===== src/design/ili_pkg.sv =====
// ----------------------------------------------------------------------------
// ili_pkg
// Shared constants, codes and types of the indexed list block.
// ----------------------------------------------------------------------------
package ili_pkg;

   localparam int CAPACITY = 16;
   localparam int IDX_W    = (CAPACITY > 1) ? $clog2(CAPACITY) : 1;
   localparam int CNT_W    = $clog2(CAPACITY + 1);
   localparam int POS_W    = 8;
   localparam int CMP_W    = ((CNT_W > POS_W) ? CNT_W : POS_W) + 1;

   localparam logic [2:0] ACT_READ    = 3'd0;
   localparam logic [2:0] ACT_INS_HD  = 3'd1;
   localparam logic [2:0] ACT_INS_TL  = 3'd2;
   localparam logic [2:0] ACT_INS_POS = 3'd3;
   localparam logic [2:0] ACT_DELETE  = 3'd4;

   localparam logic [1:0] ST_DONE  = 2'd0;
   localparam logic [1:0] ST_RANGE = 2'd1;
   localparam logic [1:0] ST_FULL  = 2'd2;

   localparam logic [31:0] NO_VALUE = 32'hFFFF_FFFF;

   typedef logic [31:0] word_type;

   // shift command broadcast to every cell
   typedef struct packed {
      logic             ins;
      logic             del;
      logic [IDX_W-1:0] pos;
      word_type         value;
   } shift_cmd_type;

endpackage


===== src/design/ili_cell.sv =====
// ----------------------------------------------------------------------------
// ili_cell
// One storage slot of the list; takes its left or right neighbor, or the new value, on a shift.
// ----------------------------------------------------------------------------
module ili_cell (
   input  logic                        clock,
   input  ili_pkg::shift_cmd_type      cmd,
   input  logic [ili_pkg::IDX_W-1:0]   cell_idx,
   input  ili_pkg::word_type           left_value,
   input  ili_pkg::word_type           right_value,
   output ili_pkg::word_type           value
);
   import ili_pkg::*;

   word_type value_ff;
   word_type value_in;

   always_comb begin
      value_in = value_ff;
      if (cmd.ins) begin
         if (cell_idx == cmd.pos) begin
            value_in = cmd.value;
         end else if (cell_idx > cmd.pos) begin
            value_in = left_value;
         end
      end else if (cmd.del) begin
         if (cell_idx >= cmd.pos) begin
            value_in = right_value;
         end
      end
   end

   always_ff @(posedge clock) begin
      value_ff <= value_in;
   end

   assign value = value_ff;

endmodule


===== src/design/ili_ctrl.sv =====
// ----------------------------------------------------------------------------
// ili_ctrl
// Request decode, length count, read select and response register.
// ----------------------------------------------------------------------------
module ili_ctrl (
   input  logic                                            clock,
   input  logic                                            reset,
   input  logic                                            req_valid,
   output logic                                            req_stall,
   input  logic [2:0]                                      req_action,
   input  logic [7:0]                                      req_position,
   input  logic signed [31:0]                              req_item_value,
   output logic                                            rsp_valid,
   input  logic                                            rsp_stall,
   output logic [1:0]                                      rsp_status,
   output logic signed [31:0]                              rsp_read_value,
   output logic [4:0]                                      rsp_length,
   input  logic [ili_pkg::CAPACITY-1:0][31:0]              cell_values,
   output ili_pkg::shift_cmd_type                          cmd
);
   import ili_pkg::*;

   logic [CNT_W-1:0] count_ff, count_in;
   logic             rsp_valid_ff, rsp_valid_in;
   logic [1:0]       status_ff, status_in;
   word_type         rdval_ff, rdval_in;
   logic [4:0]       length_ff, length_in;

   logic             accept;
   logic [CMP_W-1:0] pos_ext, cnt_ext;
   logic             full;
   logic             ins_ok, del_ok;
   logic [IDX_W-1:0] shift_pos;

   assign req_stall = rsp_valid_ff && rsp_stall;
   assign accept    = req_valid && !req_stall;

   assign pos_ext = {{(CMP_W-POS_W){1'b0}}, req_position};
   assign cnt_ext = {{(CMP_W-CNT_W){1'b0}}, count_ff};
   assign full    = (count_ff == CNT_W'(CAPACITY));

   always_comb begin
      status_in = ST_DONE;
      rdval_in  = NO_VALUE;
      ins_ok    = 1'b0;
      del_ok    = 1'b0;
      shift_pos = req_position[IDX_W-1:0];
      case (req_action)
         ACT_READ: begin
            if (pos_ext < cnt_ext) begin
               rdval_in = cell_values[req_position[IDX_W-1:0]];
            end else begin
               status_in = ST_RANGE;
            end
         end
         ACT_INS_HD: begin
            shift_pos = '0;
            if (full) status_in = ST_FULL;
            else      ins_ok = 1'b1;
         end
         ACT_INS_TL: begin
            shift_pos = count_ff[IDX_W-1:0];
            if (full) status_in = ST_FULL;
            else      ins_ok = 1'b1;
         end
         ACT_INS_POS: begin
            if (pos_ext > cnt_ext) status_in = ST_RANGE;
            else if (full)         status_in = ST_FULL;
            else                   ins_ok = 1'b1;
         end
         ACT_DELETE: begin
            if (pos_ext >= cnt_ext) status_in = ST_RANGE;
            else                    del_ok = 1'b1;
         end
         default: begin
            status_in = ST_RANGE;
         end
      endcase
   end

   always_comb begin
      count_in = count_ff;
      if (accept && ins_ok) count_in = count_ff + CNT_W'(1);
      if (accept && del_ok) count_in = count_ff - CNT_W'(1);
   end

   assign length_in    = count_in[4:0];
   assign rsp_valid_in = accept ? 1'b1 : (rsp_valid_ff && rsp_stall);

   assign cmd.ins   = accept && ins_ok;
   assign cmd.del   = accept && del_ok;
   assign cmd.pos   = shift_pos;
   assign cmd.value = req_item_value;

   always_ff @(posedge clock) begin
      if (reset) begin
         count_ff     <= '0;
         rsp_valid_ff <= 1'b0;
      end else begin
         count_ff     <= count_in;
         rsp_valid_ff <= rsp_valid_in;
      end
   end

   always_ff @(posedge clock) begin
      if (accept) begin
         status_ff <= status_in;
         rdval_ff  <= rdval_in;
         length_ff <= length_in;
      end
   end

   assign rsp_valid      = rsp_valid_ff;
   assign rsp_status     = status_ff;
   assign rsp_read_value = rdval_ff;
   assign rsp_length     = length_ff;

endmodule


===== src/design/indexed_list_insert_delete.sv =====
// ----------------------------------------------------------------------------
// indexed_list_insert_delete
// Ordered list of signed 32-bit values with read, insert and delete by index.
// ----------------------------------------------------------------------------
// Usage:
//   req_ channel carries one item: action, position and item_value. Each
//   item returns exactly one rsp_ item with status, read_value and the new
//   length, in order.
//   The list lives in a row of cells, one value each. An insert or delete
//   makes the cells behind the position all take a neighbor's value, and the
//   cell at it the new item (insert) or its right neighbor (delete).
//   rsp_valid rises in the cycle after a request is accepted.
//   Throughput: one item per cycle while rsp_stall stays low.
//   When the receiver stalls, the response register holds its item and
//   req_stall rises until it is taken; no request is lost.
//   Reset clears the length to zero and drops any pending response; cell
//   contents are not cleared, since only entries below the length are read.
// ----------------------------------------------------------------------------
module indexed_list_insert_delete (
   input  logic               clock,
   input  logic               reset,
   input  logic               req_valid,
   output logic               req_stall,
   input  logic [2:0]         req_action,
   input  logic [7:0]         req_position,
   input  logic signed [31:0] req_item_value,
   output logic               rsp_valid,
   input  logic               rsp_stall,
   output logic [1:0]         rsp_status,
   output logic signed [31:0] rsp_read_value,
   output logic [4:0]         rsp_length
);
   import ili_pkg::*;

   logic [CAPACITY-1:0][31:0] cell_values;
   shift_cmd_type             cmd;

   ili_ctrl u_ctrl (
      .clock          (clock),
      .reset          (reset),
      .req_valid      (req_valid),
      .req_stall      (req_stall),
      .req_action     (req_action),
      .req_position   (req_position),
      .req_item_value (req_item_value),
      .rsp_valid      (rsp_valid),
      .rsp_stall      (rsp_stall),
      .rsp_status     (rsp_status),
      .rsp_read_value (rsp_read_value),
      .rsp_length     (rsp_length),
      .cell_values    (cell_values),
      .cmd            (cmd)
   );

   for (genvar i = 0; i < CAPACITY; i++) begin : g_cell
      word_type left_v, right_v;

      // ends of the row feed back their own value, which is harmless there
      if (i == 0) begin : g_first
         assign left_v = cell_values[i];
      end else begin : g_mid_l
         assign left_v = cell_values[i-1];
      end
      if (i == CAPACITY - 1) begin : g_last
         assign right_v = cell_values[i];
      end else begin : g_mid_r
         assign right_v = cell_values[i+1];
      end

      ili_cell u_cell (
         .clock       (clock),
         .cmd         (cmd),
         .cell_idx    (IDX_W'(i)),
         .left_value  (left_v),
         .right_value (right_v),
         .value       (cell_values[i])
      );
   end

endmodule

===== config.mk =====
export PLATFORM = sky130hd
export DESIGN_NAME = indexed_list_insert_delete
export DESIGN_NICKNAME = d
export VERILOG_FILES = /design/src/design/ili_pkg.sv /design/src/design/ili_cell.sv /design/src/design/ili_ctrl.sv /design/src/design/indexed_list_insert_delete.sv
export SDC_FILE = /design/constraint.sdc
export NUM_CORES = 1
export LEC_CHECK = 0
export ABC_AREA = 1
export BUFFER_PORTS_ARGS = -buffer_cell sky130_fd_sc_hd__clkbuf_2
export CAP_MARGIN = 20
export CELL_PAD_IN_SITES_DETAIL_PLACEMENT = 1
export CELL_PAD_IN_SITES_GLOBAL_PLACEMENT = 2
export CORE_ASPECT_RATIO = 0.75
export CORE_MARGIN = 2
export CORE_UTILIZATION = 43
export CTS_BUF_LIST = sky130_fd_sc_hd__clkbuf_4
export DETAILED_ROUTE_END_ITERATION = 8
export PLACE_DENSITY = 0.95
export SETUP_SLACK_MARGIN = 0.02
export SLEW_MARGIN = 15
export SYNTH_ARGS = -nofsm -noshare
export SYNTH_HDL_FRONTEND = slang
export SYNTH_SLANG_ARGS = --single-unit

===== constraint.sdc =====
create_clock -name clock -period 13.38 [get_ports clock]
set_input_delay 2.676 -clock clock [delete_from_list [all_inputs] [get_ports clock]]
set_output_delay 2.676 -clock clock [all_outputs]
set_load 0.03 [all_outputs]

* Word-level counts from Yosys, hierarchy flattened
Cells that the tools add are included.
Word-level totals: flip-flop bits (word level) 557, bits of input ports 47, output and inout bits 41, logic and storage cells 226
Operators by class: $add $sub $neg 2, order comparisons 34, eq/ne operators 35, muxes and demuxes 92, reductions and logical operators 42
Operators with widths (number):
- $mux W32 | 77
- $bmux W32 S4 | 1
- $reduce_and A3 Y1 | 15
- $ne A3 B1 Y1 const B | 14
- $reduce_bool A2 Y1 | 17
- $eq A4 B4 Y1 const A | 8
- $gt A4 B4 Y1 const A | 8
- $ge A4 B4 Y1 const A | 7
- $eq A3 B4 Y1 const A | 4
- $ge A3 B4 Y1 const A | 4
- $gt A3 B4 Y1 const A | 4
- $mux W5 | 2
- $eq A2 B4 Y1 const A | 2
- $ge A1 B4 Y1 const A | 2
- $ge A2 B4 Y1 const A | 2
- $ge A8 B5 Y1 | 1
- $gt A2 B4 Y1 const A | 2
- $gt A8 B5 Y1 | 1
- $lt A8 B5 Y1 | 1
- $pmux W2 S4 | 1
- $pmux W4 S2 | 1
- $mux W1 | 7
- $eq A3 B2 Y1 const B | 2
- $add A5 B1 Y5 const B | 1
- other kinds (16) | 21

* Depth between registers and ports, before layout
depth after elaboration 7, mapped depth 20, gate-level depth less buffers 15

* Modules after synthesis
From an unflattened synthesis, not the netlist that was laid out.
Second synthesis, totals: cells, all modules 5670, area total of the unflattened synthesis 41000.6 µm²
By module, submodules not included:
- ili_cell at g_cell[15].u_cell ... | instances 10, cells an instance 295, area each 2140.8 µm², sequential area each 960.9 µm²
- ili_cell at g_cell[0].u_cell ... | instances 6, cells an instance 295, area each 2135.8 µm², sequential area each 960.9 µm²
- ili_ctrl | instances 1, cells an instance 948, area each 6770.2 µm², sequential area each 1291.2 µm²
- indexed_list_insert_delete | instances 1, cells an instance 2, area each 7.5 µm², sequential area each 0.0 µm²

* Worst setup path before layout
Ideal clock, no wire load.
kind in2reg, start point input rsp_stall, end point register g_cell[0].u_cell.value_ff[0] (enable), setup time 461 ps, data arrival time 7997 ps, required time 12919 ps, slack 4922 ps, cell stages on the path 12, path buffers 3, cells stage by stage nand2_1 inv_1 nor2_1 nand2_1 inv_2 nand3_2 buf_4 buf_4 nand2_1 inv_1 buf_2 nor3_1
Between the ends: word-level cells in the longest chain between the ends 6, elaborated cells on any way between the ends 9, those cells by class eq/ne: 1; reduce/logical: 8
Ends and longest elaborated chain:
- start, declared | RTL line indexed_list_insert_delete.sv:28 | input logic rsp_stall,
- $logic_and A1 B1 Y1 * | RTL line ili_ctrl.sv:35 | assign req_stall = rsp_valid_ff && rsp_stall;
- net req_stall | RTL line indexed_list_insert_delete.sv:23 | output logic req_stall,
- $logic_not A1 Y1 * | RTL line ili_ctrl.sv:36 | assign accept = req_valid && !req_stall;
- $logic_and A1 B1 Y1 * | RTL line ili_ctrl.sv:36
- net u_ctrl.accept | RTL line ili_ctrl.sv:29 | logic accept;
- $logic_and A1 B1 Y1 (on tied branches) | RTL line ili_ctrl.sv:90, ili_ctrl.sv:91
- $ne A2 B1 Y1 (no line) / $reduce_bool A2 Y1 (equally long branches)
- $reduce_and A3 Y1 (no line) *
- end signal, assigned | RTL line ili_cell.sv:34 | value_ff <= value_in;
- end, declared | RTL line ili_cell.sv:15 | word_type value_ff;
Mark *: on every way through the listed nets, which the timed path passes. The rest lies on a longest branch. A chain may end at the register's enable or synchronous reset.

* Worst setup path in the final report
start point input req_position[0], end point register g_cell[8].u_cell.value_ff[1] (enable)
Between the ends: word-level cells in the longest chain between the ends 6, elaborated cells on any way between the ends 16, those cells by class order compare: 4; eq/ne: 2; mux: 5; reduce/logical: 5
Ends and longest elaborated chain:
- start, declared | RTL line indexed_list_insert_delete.sv:25 | input logic [7:0] req_position,
- $gt A8 B5 Y1 / $ge A8 B5 Y1 (equally long branches) | RTL line ili_ctrl.sv:67, ili_ctrl.sv:72
- $mux W1 (on tied branches) | RTL line ili_ctrl.sv:67, ili_ctrl.sv:72
- $pmux W1 S2 / $mux W1 (equally long branches) | RTL line ili_ctrl.sv:48 | case (req_action)
- $logic_and A1 B1 Y1 (on tied branches) | RTL line ili_ctrl.sv:90, ili_ctrl.sv:91
- $ne A3 B1 Y1 (no line) / $reduce_bool A2 Y1 (equally long branches)
- $reduce_and A3 Y1 (no line) *
- end signal, assigned | RTL line ili_cell.sv:34
- end, declared | RTL line ili_cell.sv:15
Mark *: on every way between the ends. The rest lies on a longest branch, timed or not.

==> impl_metrics.json <==
{
  "outcome": "completed",
  "ys_seq_area_share_pct": 50.8,
  "cts.htree.levels": 4,
  "final_cell_area_um2": 35700,
  "endpoint_kind": "flip-flop",
  "synth.net_count": 4227,
  "antenna_found_initial": 11,
  "cts_tree": "built",
  "path_clk_slew_ps": 60,
  "setup_tns_ps": 0,
  "syn_area_um2": 32800,
  "die_w_um": 323,
  "drt-pass1-iter-count": 6,
  "p_leak_uw": 0.0149,
  "cp_max_fo": 92,
  "cts_buffers": 153,
  "io_buffers": 87,
  "final-hold-violation-count": 0,
  "synth.avg_cell_area_um2": 7.87,
  "grt_util_all_layers_pct": 31.8,
  "synthToLayoutAreaGrowth_pct": 8.65,
  "rows": 87,
  "clock_latency_ps": 1050,
  "synth_area_leaders": "edfxtp_1, nand2_1, o21ai_0, inv_1, o211ai_1",
  "chipHeight_um": 243,
  "rsz0062_at_grt": "false",
  "fin_cells": 5253,
  "tightest_slew_ps": 1160,
  "ys_ff_latch": 557,
  "drive_above_1_share_pct": 10.3,
  "synth_top_area_share_pct": 50.4,
  "postCtsSetupBuffers": 0,
  "dp.cells": 4986,
  "postPlaceCellArea_um2": 33700,
  "netlist_instances": 4173,
  "slew_violations": 0,
  "cts_root_buffer": "clkbuf_4",
  "grt_overflow_total": 0,
  "yosysWarnings": 0,
  "cp.required_ps": 14020,
  "cts.sinks": 557,
  "nets": 4172,
  "ant_nets": 0,
  "start_util_pct": 43.6,
  "finalSetupViolations": 0,
  "finalCritPeriodShare_pct": 51.3,
  "place_congestion": 0.794,
  "ios": 88,
  "max_slew_margin_pct": 22.5,
  "dp_slack_ps": 5590,
  "finalWirelength_mm": 126,
  "maxCapViolations": 0,
  "grt_max_degree": 200,
  "dp_hpwl_mm": 68.6,
  "crit_type": "primary input to flip-flop",
  "critPathLaunchType": "primary input",
  "cts_buffer_depth": 3,
  "core_um2": 75300,
  "ir_drop_v": 0.0000731,
  "dieArea_um2": 78600,
  "cts_resized": 0,
  "cts-hold-fix-buffers": 0,
  "drtIter0Drc": 3617,
  "routed_via_density": 5.92,
  "grt_pass1_vias": 30700,
  "clock.fmax_ghz": 0.146,
  "hold_path_class": "flip-flop to flip-flop",
  "avgRoutedWirePerCell_um": 23.9,
  "setup_ws_ps": 6520,
  "drc": 0,
  "period_needed_ps": 6860,
  "powerDensity_nw_per_um2": 116,
  "yosysTopAreaCell": "edfxtp_1",
  "arrival_ps": 7500,
  "vias": 31100,
  "ys_types": 33,
  "fin_skew_ps": 66.3,
  "grt_first_pass_wirelength_mm": 189
}
==> registers in the layout, summed over array words and instances (netlist names) <==
register and flops:
g_cell.u_cell.value 512, u_ctrl.count_ff 5, u_ctrl.rsp_valid 1, u_ctrl.rsp_length 5, u_ctrl.rsp_status 2, u_ctrl.rsp_read_value 32
==> path summary, 6_finish.rpt <==
path                                         start                        end  slack (ps)  cells past startpoint
worst max register to register  u_ctrl.count_ff[3]  g_cell[8].u_cell.value[1]        8590                     14
worst max-delay path               req_position[0]  g_cell[8].u_cell.value[1]        6520                     16
worst min register to register    u_ctrl.rsp_valid           u_ctrl.rsp_valid         490                      2
worst min-delay path              u_ctrl.rsp_valid           u_ctrl.rsp_valid         490                      2
==> report_power, final <==
group / switching (uW) / leakage (uW) / internal (uW)
Combinational: 393 / 0.00872 / 126
Sequential: 30.5 / 0.00502 / 1980
Clock: 789 / 0.00115 / 818
==> Yosys cell counts <==
master / n
ha_1: 7
o21ai_1: 139
xor2_1: 5
o22ai_2: 2
o22ai_4: 2
dfxtp_1: 6
clkbuf_1: 224
a21oi_1: 208
nor3_1: 35
nor3_4: 2
nand2_2: 2
nor2_1: 135
xnor2_1: 1
o211ai_1: 157
edfxtp_1: 551
nor2_4: 1
nand3_1: 169
nand2_1: 1289
a31oi_1: 1
or2_2: 1
o22ai_1: 1
buf_1: 23
buf_4: 6
o21ai_0: 755
inv_1: 340
nand3_2: 2
inv_2: 10
or2_1: 1
nor2_2: 2
nor4_1: 1
nand4_1: 4
buf_2: 90
o221ai_1: 1
==> layout by cell type (no fill, tap or decap), drive strengths merged <==
cell / instances
xor2: 5
o22ai: 5
inv: 355
diode: 9
o211ai: 157
o21ai: 894
ha: 7
nor4: 1
nand4: 4
a31oi: 1
o221ai: 1
nor3: 37
or2: 2
edfxtp: 551
dfxtp: 6
clkbuf: 323
a21oi: 208
nor2: 138
bufinv: 1
clkinv: 13
nand2: 1291
nand3: 171
clkinvlp: 1
xnor2: 1
buf: 48
==> critical path, cell delays in order <==
cell	delay, ps
buf_8	200
inv_4	690
ha_1	270
inv_1	40
nand2_1	50
nand2_1	40
nand2_1	60
nand2_1	50
nand2_1	50
nand2_1	110
nand2_2	200
nand3_4	600
nand2_1	380
inv_1	420
a21oi_4	820
buf_4	620
==> per-layer routing <==
metal | GRT usage (%) | vias up | share of wire, %
li1 | - | 14100 | -
met1 | 45.5 | 15300 | 44
met2 | 48.2 | 1414 | 44
met3 | 5.16 | 256 | 8.7
met4 | 12.5 | 2 | 3.3
met5 | 0 | - | 0.010
==> per-stage QoR <==
step | total power (uW) | hold WS (ps) | utilization [%]
6_report | 4140 | 494 | 47.3
5_1_grt | 4310 | 542 | 47.3
4_1_cts | 4160 | 495 | 47.3
3_5_place_dp | 2560 | 485 | 44.8
3_3_place_gp | 2540 | 474 | 44.8
2_1_floorplan | 2370 | 500 | -
==> area by class of cell <==
class                           instances  area [um2]
Tap cell                             1023        1280
Sequential cell                       557       16700
Multi-Input combinational cell       2923       13600
Clock inverter                         20         106
Antenna cell                            9        22.5
Fill cell                            9304       39700
Timing Repair Buffer                  133         827
Inverter                              350        1320
Clock buffer                          238        1790
==> cells by family after synthesis <==
logic type / after synthesis / share of synthesized area (%)
AOI/OAI and AO/OA: 1266 / 20.7
xor gates and xnor gates: 6 / 0.160
adders and majority gates: 7 / 0.267
buffers and inverters: 693 / 8.34
DFF: 557 / 50.8
and+or+nand+nor: 1644 / 19.8
(Power assumes the default switching activity.)
